[src/sv/life_generation_row_stencil_defines.svh]
// Assertion macros shared by the Life row stencil modules.
`ifndef LIFE_GENERATION_ROW_STENCIL_DEFINES_SVH
`define LIFE_GENERATION_ROW_STENCIL_DEFINES_SVH

// Same-cycle implication, sampled on clock and ignored while reset is high.
`define LGRS_ASSERT_SAME(label, ante, cons) \
   label: assert property (@(posedge clock) disable iff (reset) (ante) |-> (cons)) \
      else $error("lgrs assertion failed");

// Next-cycle implication, sampled on clock and ignored while reset is high.
`define LGRS_ASSERT_NEXT(label, ante, cons) \
   label: assert property (@(posedge clock) disable iff (reset) (ante) |=> (cons)) \
      else $error("lgrs assertion failed");

`endif

[src/sv/lgrs_pkg.sv]
// Package with the types and constants of the Life row stencil.
`timescale 1ns / 1ps
package lgrs_pkg;

   // Field widths of the transactions.
   localparam int ROW_WIDTH     = 64;
   localparam int ROW_NUM_WIDTH = 6;

   // Default grid edge length.
   localparam int GRID_SIZE_DEFAULT = 64;

   // Result queue depth and the width of its fill level.
   localparam int QUEUE_DEPTH       = 3;
   localparam int QUEUE_LEVEL_WIDTH = 2;

   // One result transaction.
   typedef struct packed {
      logic [ROW_WIDTH-1:0]     next_row;
      logic [ROW_NUM_WIDTH-1:0] row_number;
      logic                     frame_done;
   } result_type;

   // Results produced by one accepted row, in delivery order.
   typedef struct packed {
      logic [QUEUE_LEVEL_WIDTH-1:0] count;
      result_type                   first;
      result_type                   second;
   } push_type;

   // The three vertically stacked bits of one column handed to the neighbours.
   typedef struct packed {
      logic above;
      logic middle;
      logic below;
   } column_bits_type;

endpackage

[src/sv/lgrs_req_if.sv]
// Input channel interface carrying one grid row per transaction.
`timescale 1ns / 1ps
interface lgrs_req_if
   import lgrs_pkg::*;
   ();
   logic                 valid;
   logic                 ready;
   logic [ROW_WIDTH-1:0] row_cells;

   modport source (output valid, output row_cells, input ready);
   modport sink (input valid, input row_cells, output ready);
endinterface

[src/sv/lgrs_rsp_if.sv]
// Result channel interface carrying one next-generation row per transaction.
`timescale 1ns / 1ps
interface lgrs_rsp_if
   import lgrs_pkg::*;
   ();
   logic                     valid;
   logic                     ready;
   logic [ROW_WIDTH-1:0]     next_row;
   logic [ROW_NUM_WIDTH-1:0] row_number;
   logic                     frame_done;

   modport source (output valid, output next_row, output row_number, output frame_done,
                   input ready);
   modport sink (input valid, input next_row, input row_number, input frame_done,
                 output ready);
endinterface

[src/sv/life_generation_row_stencil.sv]
// Top level of the streaming Life (B3/S23) generation stencil.
// Rows of the current generation enter one per transaction, top row first, and the block
// takes a row in every cycle in which the result queue has room for that row's results.
// Each row enters a chain of column cells, one per grid column, which holds the two rows
// before it; when row r is accepted the next-generation row r-1 is written into a
// three-entry result queue and is offered on the result channel once it reaches the head
// of the queue. The first row of a frame gives no result, and the last row gives two: row
// GRID_SIZE-2 and then the all-zero row GRID_SIZE-1 marked with frame_done, in that order.
// Border rows and columns and bits at or above GRID_SIZE are always zero.
`timescale 1ns / 1ps
module life_generation_row_stencil
   import lgrs_pkg::*;
#(
   parameter int GRID_SIZE = GRID_SIZE_DEFAULT
)
(
   input  logic       clock,
   input  logic       reset,
   lgrs_req_if.sink   req_chan,
   lgrs_rsp_if.source rsp_chan
);

`include "life_generation_row_stencil_defines.svh"

   localparam logic [ROW_NUM_WIDTH-1:0] LAST_ROW = ROW_NUM_WIDTH'(GRID_SIZE - 1);

   logic [ROW_NUM_WIDTH-1:0]     rows_seen_ff;
   logic [ROW_NUM_WIDTH-1:0]     rows_seen_in;
   logic                         accept;
   logic [QUEUE_LEVEL_WIDTH-1:0] need;
   logic [QUEUE_LEVEL_WIDTH-1:0] level;
   logic [ROW_WIDTH-1:0]         stencil_row;
   push_type                     push;
   column_bits_type              column_bits [GRID_SIZE];

   // Results a row will produce, known from the row counter alone.
   always_comb begin
      need = QUEUE_LEVEL_WIDTH'(rows_seen_ff != '0) + QUEUE_LEVEL_WIDTH'(rows_seen_ff == LAST_ROW);
   end

   assign req_chan.ready = (3'(level) + 3'(need)) <= 3'(QUEUE_DEPTH);
   assign accept         = req_chan.valid && req_chan.ready;

   // Row counter, wrapping after the last row of the frame.
   always_comb begin
      rows_seen_in = rows_seen_ff;
      if (accept) begin
         rows_seen_in = (rows_seen_ff == LAST_ROW) ? '0 : rows_seen_ff + 1'b1;
      end
   end

   always_ff @(posedge clock) begin
      if (reset) begin
         rows_seen_ff <= '0;
      end else begin
         rows_seen_ff <= rows_seen_in;
      end
   end

   // Chain of column cells; the outermost columns read dead neighbours and give dead results.
   for (genvar c = 0; c < ROW_WIDTH; c++) begin : g_column
      if (c < GRID_SIZE) begin : g_cell
         column_bits_type left_bits;
         column_bits_type right_bits;
         logic            next_bit;

         if (c == 0) begin : g_left_edge
            assign left_bits = '0;
         end else begin : g_left_inner
            assign left_bits = column_bits[c - 1];
         end
         if (c == GRID_SIZE - 1) begin : g_right_edge
            assign right_bits = '0;
         end else begin : g_right_inner
            assign right_bits = column_bits[c + 1];
         end

         lgrs_cell u_cell (
            .clock      (clock),
            .shift      (accept),
            .below_bit  (req_chan.row_cells[c]),
            .left_bits  (left_bits),
            .right_bits (right_bits),
            .own_bits   (column_bits[c]),
            .next_bit   (next_bit)
         );

         assign stencil_row[c] = ((c == 0) || (c == GRID_SIZE - 1)) ? 1'b0 : next_bit;
      end else begin : g_outside
         assign stencil_row[c] = 1'b0;
      end
   end

   // Results of the accepted row: the previous row, and on the last row the closing border row.
   always_comb begin
      push.count             = accept ? need : '0;
      push.first.next_row    = (rows_seen_ff == 6'd1) ? '0 : stencil_row;
      push.first.row_number  = rows_seen_ff - 1'b1;
      push.first.frame_done  = 1'b0;
      push.second.next_row   = '0;
      push.second.row_number = LAST_ROW;
      push.second.frame_done = 1'b1;
   end

   lgrs_result_queue u_result_queue (
      .clock    (clock),
      .reset    (reset),
      .push     (push),
      .level    (level),
      .rsp_chan (rsp_chan)
   );

   `LGRS_ASSERT_NEXT(last_row_wraps, accept && (rows_seen_ff == LAST_ROW), rows_seen_ff == '0)
   `LGRS_ASSERT_SAME(done_on_last_row, rsp_chan.valid && rsp_chan.frame_done, rsp_chan.row_number == LAST_ROW)
   `LGRS_ASSERT_NEXT(first_row_silent, accept && (rows_seen_ff == '0), level <= $past(level))

endmodule

[src/sv/lgrs_cell.sv]
// One column cell: holds the column's two previous row bits and applies the B3/S23 rule.
`timescale 1ns / 1ps
module lgrs_cell
   import lgrs_pkg::*;
(
   input  logic            clock,
   input  logic            shift,
   input  logic            below_bit,
   input  column_bits_type left_bits,
   input  column_bits_type right_bits,
   output column_bits_type own_bits,
   output logic            next_bit
);

   logic above_ff;
   logic above_in;
   logic middle_ff;
   logic middle_in;
   logic [3:0] neighbours;

   // The column moves up one row whenever a row transaction is accepted.
   always_comb begin
      above_in  = shift ? middle_ff : above_ff;
      middle_in = shift ? below_bit : middle_ff;
   end

   always_ff @(posedge clock) begin
      above_ff  <= above_in;
      middle_ff <= middle_in;
   end

   // Hand this column's bits to both neighbours.
   assign own_bits = '{above: above_ff, middle: middle_ff, below: below_bit};

   // Count the eight neighbours and apply birth on three, survival on two or three.
   always_comb begin
      neighbours = 4'({3'b000, left_bits.above}) + 4'({3'b000, left_bits.middle})
                 + 4'({3'b000, left_bits.below}) + 4'({3'b000, above_ff})
                 + 4'({3'b000, below_bit}) + 4'({3'b000, right_bits.above})
                 + 4'({3'b000, right_bits.middle}) + 4'({3'b000, right_bits.below});
      next_bit = (neighbours == 4'd3) || ((neighbours == 4'd2) && middle_ff);
   end

endmodule

[src/sv/lgrs_result_queue.sv]
// Three-entry result queue that takes up to two results per cycle and delivers one when the receiver is ready.
`timescale 1ns / 1ps
module lgrs_result_queue
   import lgrs_pkg::*;
(
   input  logic                         clock,
   input  logic                         reset,
   input  push_type                     push,
   output logic [QUEUE_LEVEL_WIDTH-1:0] level,
   lgrs_rsp_if.source                   rsp_chan
);

`include "life_generation_row_stencil_defines.svh"

   result_type                   slot_ff [QUEUE_DEPTH];
   result_type                   slot_in [QUEUE_DEPTH];
   logic [QUEUE_LEVEL_WIDTH-1:0] level_ff;
   logic [QUEUE_LEVEL_WIDTH-1:0] level_in;
   logic [QUEUE_LEVEL_WIDTH-1:0] base;
   logic                         pop;

   // The head entry is always slot zero.
   assign rsp_chan.valid      = (level_ff != '0);
   assign rsp_chan.next_row   = slot_ff[0].next_row;
   assign rsp_chan.row_number = slot_ff[0].row_number;
   assign rsp_chan.frame_done = slot_ff[0].frame_done;
   assign pop                 = rsp_chan.valid && rsp_chan.ready;
   assign level               = level_ff;

   // Shift out the delivered entry, then append the new results behind the rest.
   always_comb begin
      base = level_ff - QUEUE_LEVEL_WIDTH'(pop);
      for (int i = 0; i < QUEUE_DEPTH; i++) begin
         if (pop && (i < QUEUE_DEPTH - 1)) begin
            slot_in[i] = slot_ff[i + 1];
         end else begin
            slot_in[i] = slot_ff[i];
         end
         if ((push.count != '0) && (QUEUE_LEVEL_WIDTH'(i) == base)) begin
            slot_in[i] = push.first;
         end
         if ((push.count == 2'd2) && (QUEUE_LEVEL_WIDTH'(i) == base + 2'd1)) begin
            slot_in[i] = push.second;
         end
      end
      level_in = base + push.count;
   end

   always_ff @(posedge clock) begin
      if (reset) begin
         level_ff <= '0;
      end else begin
         level_ff <= level_in;
      end
   end

   always_ff @(posedge clock) begin
      for (int i = 0; i < QUEUE_DEPTH; i++) begin
         slot_ff[i] <= slot_in[i];
      end
   end

   `LGRS_ASSERT_SAME(level_in_range, 1'b1, level_ff <= QUEUE_LEVEL_WIDTH'(QUEUE_DEPTH))
   `LGRS_ASSERT_NEXT(double_push_grows, (push.count == 2'd2) && !pop, level_ff == 2'($past(level_ff) + 2'd2))
   `LGRS_ASSERT_NEXT(lone_pop_shrinks, pop && (push.count == '0), level_ff == 2'($past(level_ff) - 2'd1))

endmodule

[src/flat_wrapper.sv]
// flat-port wrapper written by rule: the top's interface ports become plain ports
module life_generation_row_stencil_flat import lgrs_pkg::*;
#(
   parameter int GRID_SIZE = GRID_SIZE_DEFAULT
)
  (clock, reset, req_chan_valid, req_chan_row_cells, req_chan_ready, rsp_chan_valid, rsp_chan_next_row, rsp_chan_row_number, rsp_chan_frame_done, rsp_chan_ready);
  lgrs_req_if req_chan_i ();
  lgrs_rsp_if rsp_chan_i ();
  input  logic clock;
  input  logic reset;
  input wire logic [$bits(req_chan_i.valid)-1:0] req_chan_valid;
  input wire logic [$bits(req_chan_i.row_cells)-1:0] req_chan_row_cells;
  output wire logic [$bits(req_chan_i.ready)-1:0] req_chan_ready;
  output wire logic [$bits(rsp_chan_i.valid)-1:0] rsp_chan_valid;
  output wire logic [$bits(rsp_chan_i.next_row)-1:0] rsp_chan_next_row;
  output wire logic [$bits(rsp_chan_i.row_number)-1:0] rsp_chan_row_number;
  output wire logic [$bits(rsp_chan_i.frame_done)-1:0] rsp_chan_frame_done;
  input wire logic [$bits(rsp_chan_i.ready)-1:0] rsp_chan_ready;
  assign req_chan_i.valid = req_chan_valid;
  assign req_chan_i.row_cells = req_chan_row_cells;
  assign req_chan_ready = req_chan_i.ready;
  assign rsp_chan_valid = rsp_chan_i.valid;
  assign rsp_chan_next_row = rsp_chan_i.next_row;
  assign rsp_chan_row_number = rsp_chan_i.row_number;
  assign rsp_chan_frame_done = rsp_chan_i.frame_done;
  assign rsp_chan_i.ready = rsp_chan_ready;
  life_generation_row_stencil #(.GRID_SIZE(GRID_SIZE)) u_core (.clock(clock), .reset(reset), .req_chan(req_chan_i), .rsp_chan(rsp_chan_i));
endmodule
[config.mk]
export PLATFORM = sky130hd
export DESIGN_NAME = life_generation_row_stencil_flat
export DESIGN_NICKNAME = d
export VERILOG_FILES = /design/src/sv/lgrs_pkg.sv /design/src/sv/lgrs_req_if.sv /design/src/sv/lgrs_rsp_if.sv /design/src/sv/life_generation_row_stencil.sv /design/src/sv/lgrs_cell.sv /design/src/sv/lgrs_result_queue.sv /design/src/flat_wrapper.sv
export VERILOG_INCLUDE_DIRS = /design/src /design/src/sv
export SDC_FILE = /design/constraint.sdc
export NUM_CORES = 1
export LEC_CHECK = 0
export ABC_AREA = 1
export CORE_UTILIZATION = 30
export CTS_CLUSTER_SIZE = 30
export DETAILED_ROUTE_END_ITERATION = 8
export DONT_BUFFER_PORTS = 1
export PLACE_DENSITY = 0.55
export SLEW_MARGIN = 20
export SYNTH_ARGS = -nofsm -noshare
export SYNTH_HDL_FRONTEND = slang
export SYNTH_SLANG_ARGS = --single-unit
[constraint.sdc]
create_clock -name clock -period 4.7 [get_ports clock]
set_input_delay 0.47 -clock clock [delete_from_list [all_inputs] [get_ports clock]]
set_output_delay 0.47 -clock clock [all_outputs]
set_load 0.1 [all_outputs]
## Word-level counts from Yosys, hierarchy flattened

Memory sizes are Yosys's and may differ from the RTL's.
Index checks and enable logic that the tools add are counted.

- RAM bits: 213
- Memories: 1
- Latch bits: 0
- ROM bits: 0
- Register bits after elaboration: 136
- Word-level logic and storage cells: 852
- Output and inout bits: 73

- $lt $le $gt $ge: 1
- Shift-type cells: 0
- Reduce and logical (&&, ||, !) cells: 137
- Add/sub/neg operators: 441
- Divide/modulo/power cells: 0
- Mux-type cells: 11
- Multipliers: 0
- Bitwise operators: 0
- Equal/unequal tests: 131

Memory list:

| name | depth | bits a word | read ports | clocked after Yosys merged registers in | write ports | line | RTL |
|---|---|---|---|---|---|---|---|
| u_core.u_result_queue.slot_ff | 3 | 71 | 3 | 0 | 3 | lgrs_result_queue.sv:15 | `result_type slot_ff [QUEUE_DEPTH];` |

Operator list:

| cell | count |
|---|---|
| adder 4 x 1 -> 4 bit | 248 |
| two-way mux 71 bit | 8 |
| equality test 4 x 2 -> 1 bit, second input constant | 124 |
| adder 3 x 1 -> 4 bit | 62 |
| adder 2 x 1 -> 3 bit | 62 |
| adder 1 x 1 -> 2 bit | 63 |
| logical AND 1 bit | 70 |
| two-way mux 63 bit | 1 |
| logical OR 1 bit | 62 |
| adder 6 x 1 -> 6 bit, second input constant | 1 |
| equality test 6 x 1 -> 1 bit, second input constant | 1 |
| equality test 6 bit, second input constant | 1 |
| two-way mux 6 bit | 1 |
| nonzero test 6 bit | 1 |
| subtractor 6 x 1 -> 6 bit, second input constant | 1 |
| equality test 1 x 2 -> 1 bit, first input constant | 2 |
| equality test 2 bit, first input constant | 2 |
| zero test 2 bit | 2 |
| nonzero test 2 bit | 2 |
| adder 2 x 2 -> 3 bit | 1 |
| less-or-equal comparator 3 x 2 -> 1 bit, second input constant | 1 |
| adder 2 x 1 -> 2 bit, second input constant | 1 |
| adder 2 bit | 1 |
| equality test 2 bit, second input constant | 1 |
| 2 further kinds | 2 |

## Logic depth before layout (Yosys ltp)

- Word-level depth: 13
- Gate-level depth with buffers: 16
- Depth with buffers taken out: 15

## Cells and area by module

From an unflattened synthesis, not the netlist that was laid out.

- Cells, all modules: 3674
- Area, all modules: 31099.8 um^2

By module, submodules not included:

| module | area each (um^2) | times used | cells an instance | seq. area each (um^2) |
|---|---|---|---|---|
| lgrs_cell | 282.8 | 64 | 33 | 60.1 |
| lgrs_result_queue | 11947.7 | 1 | 1357 | 6436.2 |
| life_generation_row_stencil | 1054.8 | 1 | 205 | 120.1 |

## Worst setup path before layout

No wires, ideal clock.

- Path type: reg2reg
- Start: reg u_core.rows_seen_ff[0]
- End: mem u_core.u_result_queue.slot_ff[0][207] (netlist bit)
- Path slack: -251 ps
- Data required time: 4584 ps
- Clock period less this slack: 4951 ps
- Stages on the path, launching flop included: 15
- Data arrival time: 4835 ps
- Path buffers: 2
- Setup time: 116 ps
- Path through: dfxtp_1 > inv_1 > ha_1 > nand3_1 > ha_1 > ha_1 > fa_1 > nor2_4 > nand2_1 > nor2_2 > nand2_1 > buf_2 > buf_2 > o21ai_0 > nor2_1

RTL lines:

| what | line | RTL |
|---|---|---|
| start, declared | life_generation_row_stencil.sv:27 | `logic [ROW_NUM_WIDTH-1:0] rows_seen_ff;` |
| start signal, assigned | life_generation_row_stencil.sv:56 | `rows_seen_ff <= rows_seen_in;` |
| end, declared | lgrs_result_queue.sv:15 |  |

==> impl_metrics.ini <==
[run_status]
status = completed

[yosys]
seq_area_frac_synth = 0.324
synth_edf_count = 128
synth_area_leaders = fa_1 20%, dfxtp_1 17%, edfxtp_1 15%
synth-warning-count = 0
ys.flop_type = dfxtp_1
yosysTopAreaCellShare = 0.198
ys_ff_latch = 343
synth_area_per_cell_um2 = 8.44
ys_top_cells_by_count = 578 x inv_1, 475 x nand2_1, 394 x nor2_1
yosysMostFrequentCell = inv_1
async_flop_share = 0
syn-cell-area_mm2 = 0.0252
synth_area_leader_cell = fa_1
ys_types = 31
syn_inst = 2983

[pwr]
intPower_mw = 8.80
p_per_area_mw_per_mm2 = 592
clkPwrFrac = 0.220
p_sw_frac = 0.473
switching_power_mw = 7.89
total_leakage_power_nw = 13.7
seqPwrFrac = 0.387
power_frac_comb = 0.393
peakVddDrop_v = 0.000299

[cells_and_area]
fin_cells = 4067
area_growth_pct = 12.0
multi_input_area_mm2 = 0.0139
fillers = 8533
seq_area_mm2 = 0.00815
nets = 3470
drive_gt1_frac = 0.0474

[placement]
dp_cells = 3917
hpwl_um = 45800
io_buffer_count = 0
gp_congestion = 0.801

[floorplan]
die_x_um = 292
coreArea_mm2 = 0.0825
fp-row-count = 105
ios = 141
initial_utilization = 0.305
dieArea_mm2 = 0.0851
fp.dieH_um = 292

[grt]
grt_pass1_wl_um = 106000
track_usage = 0.161
antenna_found_initial = 2
grt_start_max_net_pins = 170
first_global_vias = 18400
grt_overflow = 0

[cts]
cts.clk_slew.worst_paths_ps = 60
tritoncts = done
clock-sinks = 343
clock_path_buffers = 3
clock_latency_ps = 590
htreeDepth = 2
cts_buffers = 45
cts_setup_buffers = 0
cts_root_buf = clkbuf_16

[critical_path]
critPathMaxStageDelay_ps = 550
crit_path_end_kind = register
crit_buf_inv = 2
slowest_stage = fa_1
startpoint_type = register
path_max_fanout = 3
worstPathRequired_ps = 5200
reg2regPathDepth = 13
criticalPathCategory = reg2reg
path_cells = inv_1 -> fa_1 -> fa_1 -> fa_1 -> inv_1 -> ha_1 -> fa_1 -> o21ai_0 -> nor2_1 -> nand3_1 -> nand2_1 -> nand2_1 -> a21oi_1
r2r-start = u_core.g_column[17].g_cell.u_cell.above_ff$_DFFE_PN_
r2r_setup_slack_ps = 1110
crit_family = adder cells
crit_top_cell = fa_1
r2r_end = u_core.u_result_queue.slot_ff[0][94]$_SDFFE_PP0P_
worstPathArrival_ps = 4090

[sta]
fmax_mhz = 279
finalSetupTns_ps = 0
hold_viol = 0
tightestPinTransition_ps = 1190
relSlewSlack = 0.206
layout_min_cycle_time_ps = 3590
setup_viol = 0
slew_violations = 0
rsz0062_at_grt = no
clock_skew_ps = 24.6
finalCritPeriodShare = 0.763

[detailed_routing]
num_vias = 18200
drtIter0Drc = 917
wl_per_cell_um = 16.5
drc = 0
first_pass_iters = 5
drtAntennaViolNets = 0
avgViaCountPerCell = 4.48
drt-total-wl_um = 67100

[run]
maxCapViolCount = 0

[worst_hold_path]
hold_class = in2reg
hp-start = reset
hold_path_end = u_core.u_result_queue.level[1]$_SDFF_PP0_
holdPathStages = 3
[metrics by stage]
stage / instance area [µm²] / power, mW / utilization / hold WS [ps] / worst slack [ps]
floorplan: 25200 / 11.7 / - / 420 / 16.4
finish: 28200 / 16.7 / 0.342 / 138 / 1110
CTS: 28200 / 16.9 / 0.341 / 98.3 / 1100
detailed placement: 25900 / 13.1 / 0.314 / 435 / 1050
global placement: 25900 / 13.0 / 0.314 / 429 / 1030
global route: 28200 / 18.1 / 0.342 / 111 / 881
[cell families (layout without fill, tap and decap cells)]
logic type / after synthesis / in the layout / synth area share
and+or+nand+nor: 1075 / 1075 / 0.177
buffers and inverters: 757 / 769 / 0.127
adders and majority gates: 442 / 442 / 0.294
AOI/OAI and AO/OA: 358 / 358 / 0.0758
DFF: 343 / 343 / 0.324
xor gates and xnor gates: 7 / 7 / 0.00244
other: 1 / 3 / 0.000149
[tightest hold or removal path: stages]
cell	delay (ps)
inv_1	80
nand2_1	90
nor2_1	30
[layout make-up]
type                    instances  share of cell area
diodes                          1           0.0000888
clock buffers                  70              0.0510
clock inverters                13             0.00519
inverters                     583              0.0777
multi-input cells            1884               0.494
flip-flops and latches        343               0.289
well taps                    1070              0.0475
repair buffers                103              0.0352
[layout by cell type, fill, tap and decap left out, drive strengths merged]
master / n
a21oi: 127
buf: 38
diode: 1
xor2: 5
conb: 2
nor3: 1
nand4: 8
o21ai: 184
inv: 585
o211ai: 13
ha: 193
nand3b: 51
clkbuf: 70
xnor2: 2
dlygate4sd3: 65
edfxtp: 128
nand3: 136
bufinv: 2
clkinv: 9
fa: 249
a31oi: 9
o21a: 25
nand2: 480
dfxtp: 215
nor2: 399
[sequential cells by signal, indices dropped and copies added, names as in the netlist]
name / cells
u_core.u_result_queue.slot_ff: 207
u_core.rows_seen_ff: 6
u_core.g_column.g_cell.u_cell.middle_ff: 64
u_core.u_result_queue.level: 2
u_core.g_column.g_cell.u_cell.above_ff: 64
[layer usage]
layer	routed length (µm)	track usage	vias up
li1	-	-	9138
met1	30300	0.208	8715
met2	31900	0.274	286
met3	3240	0.0295	83
met4	1600	0.0438	0
met5	0	0	-
[worst max-delay path by stage]
stage                                                               startpoint                                                  to  slack, ps  cells after the start
after CTS                 u_core.g_column[17].g_cell.u_cell.above_ff$_DFFE_PN_   u_core.u_result_queue.slot_ff[0][94]$_SDFFE_PP0P_       1100                     13
after floorplan                            u_core.rows_seen_ff[0]$_SDFFE_PP0N_  u_core.u_result_queue.slot_ff[0][207]$_SDFFE_PP0P_         20                     14
after detailed placement                                req_chan_row_cells[15]   u_core.u_result_queue.slot_ff[0][94]$_SDFFE_PP0P_       1050                     13
after global routing      u_core.g_column[17].g_cell.u_cell.above_ff$_DFFE_PN_   u_core.u_result_queue.slot_ff[0][94]$_SDFFE_PP0P_        880                     13
after global placement                                  req_chan_row_cells[15]   u_core.u_result_queue.slot_ff[0][23]$_SDFFE_PP0P_       1030                     13
final                     u_core.g_column[17].g_cell.u_cell.above_ff$_DFFE_PN_   u_core.u_result_queue.slot_ff[0][94]$_SDFFE_PP0P_       1110                     13
[power groups by stage]
stage / sequential (mW) / clock [mW] / combinational, mW
after floorplan: 4.52 / 0 / 7.22
after global placement: 6.52 / 0 / 6.48
after detailed placement: 6.51 / 0 / 6.58
after CTS: 6.47 / 3.78 / 6.67
after global routing: 6.58 / 3.89 / 7.67
final: 6.45 / 3.67 / 6.56
[repair_timing]
item,CTS,global route
hold buffers,65,0
hold endpoints to repair,65,0
gates resized for setup,0,0
Power figures use the tool's default switching activity.
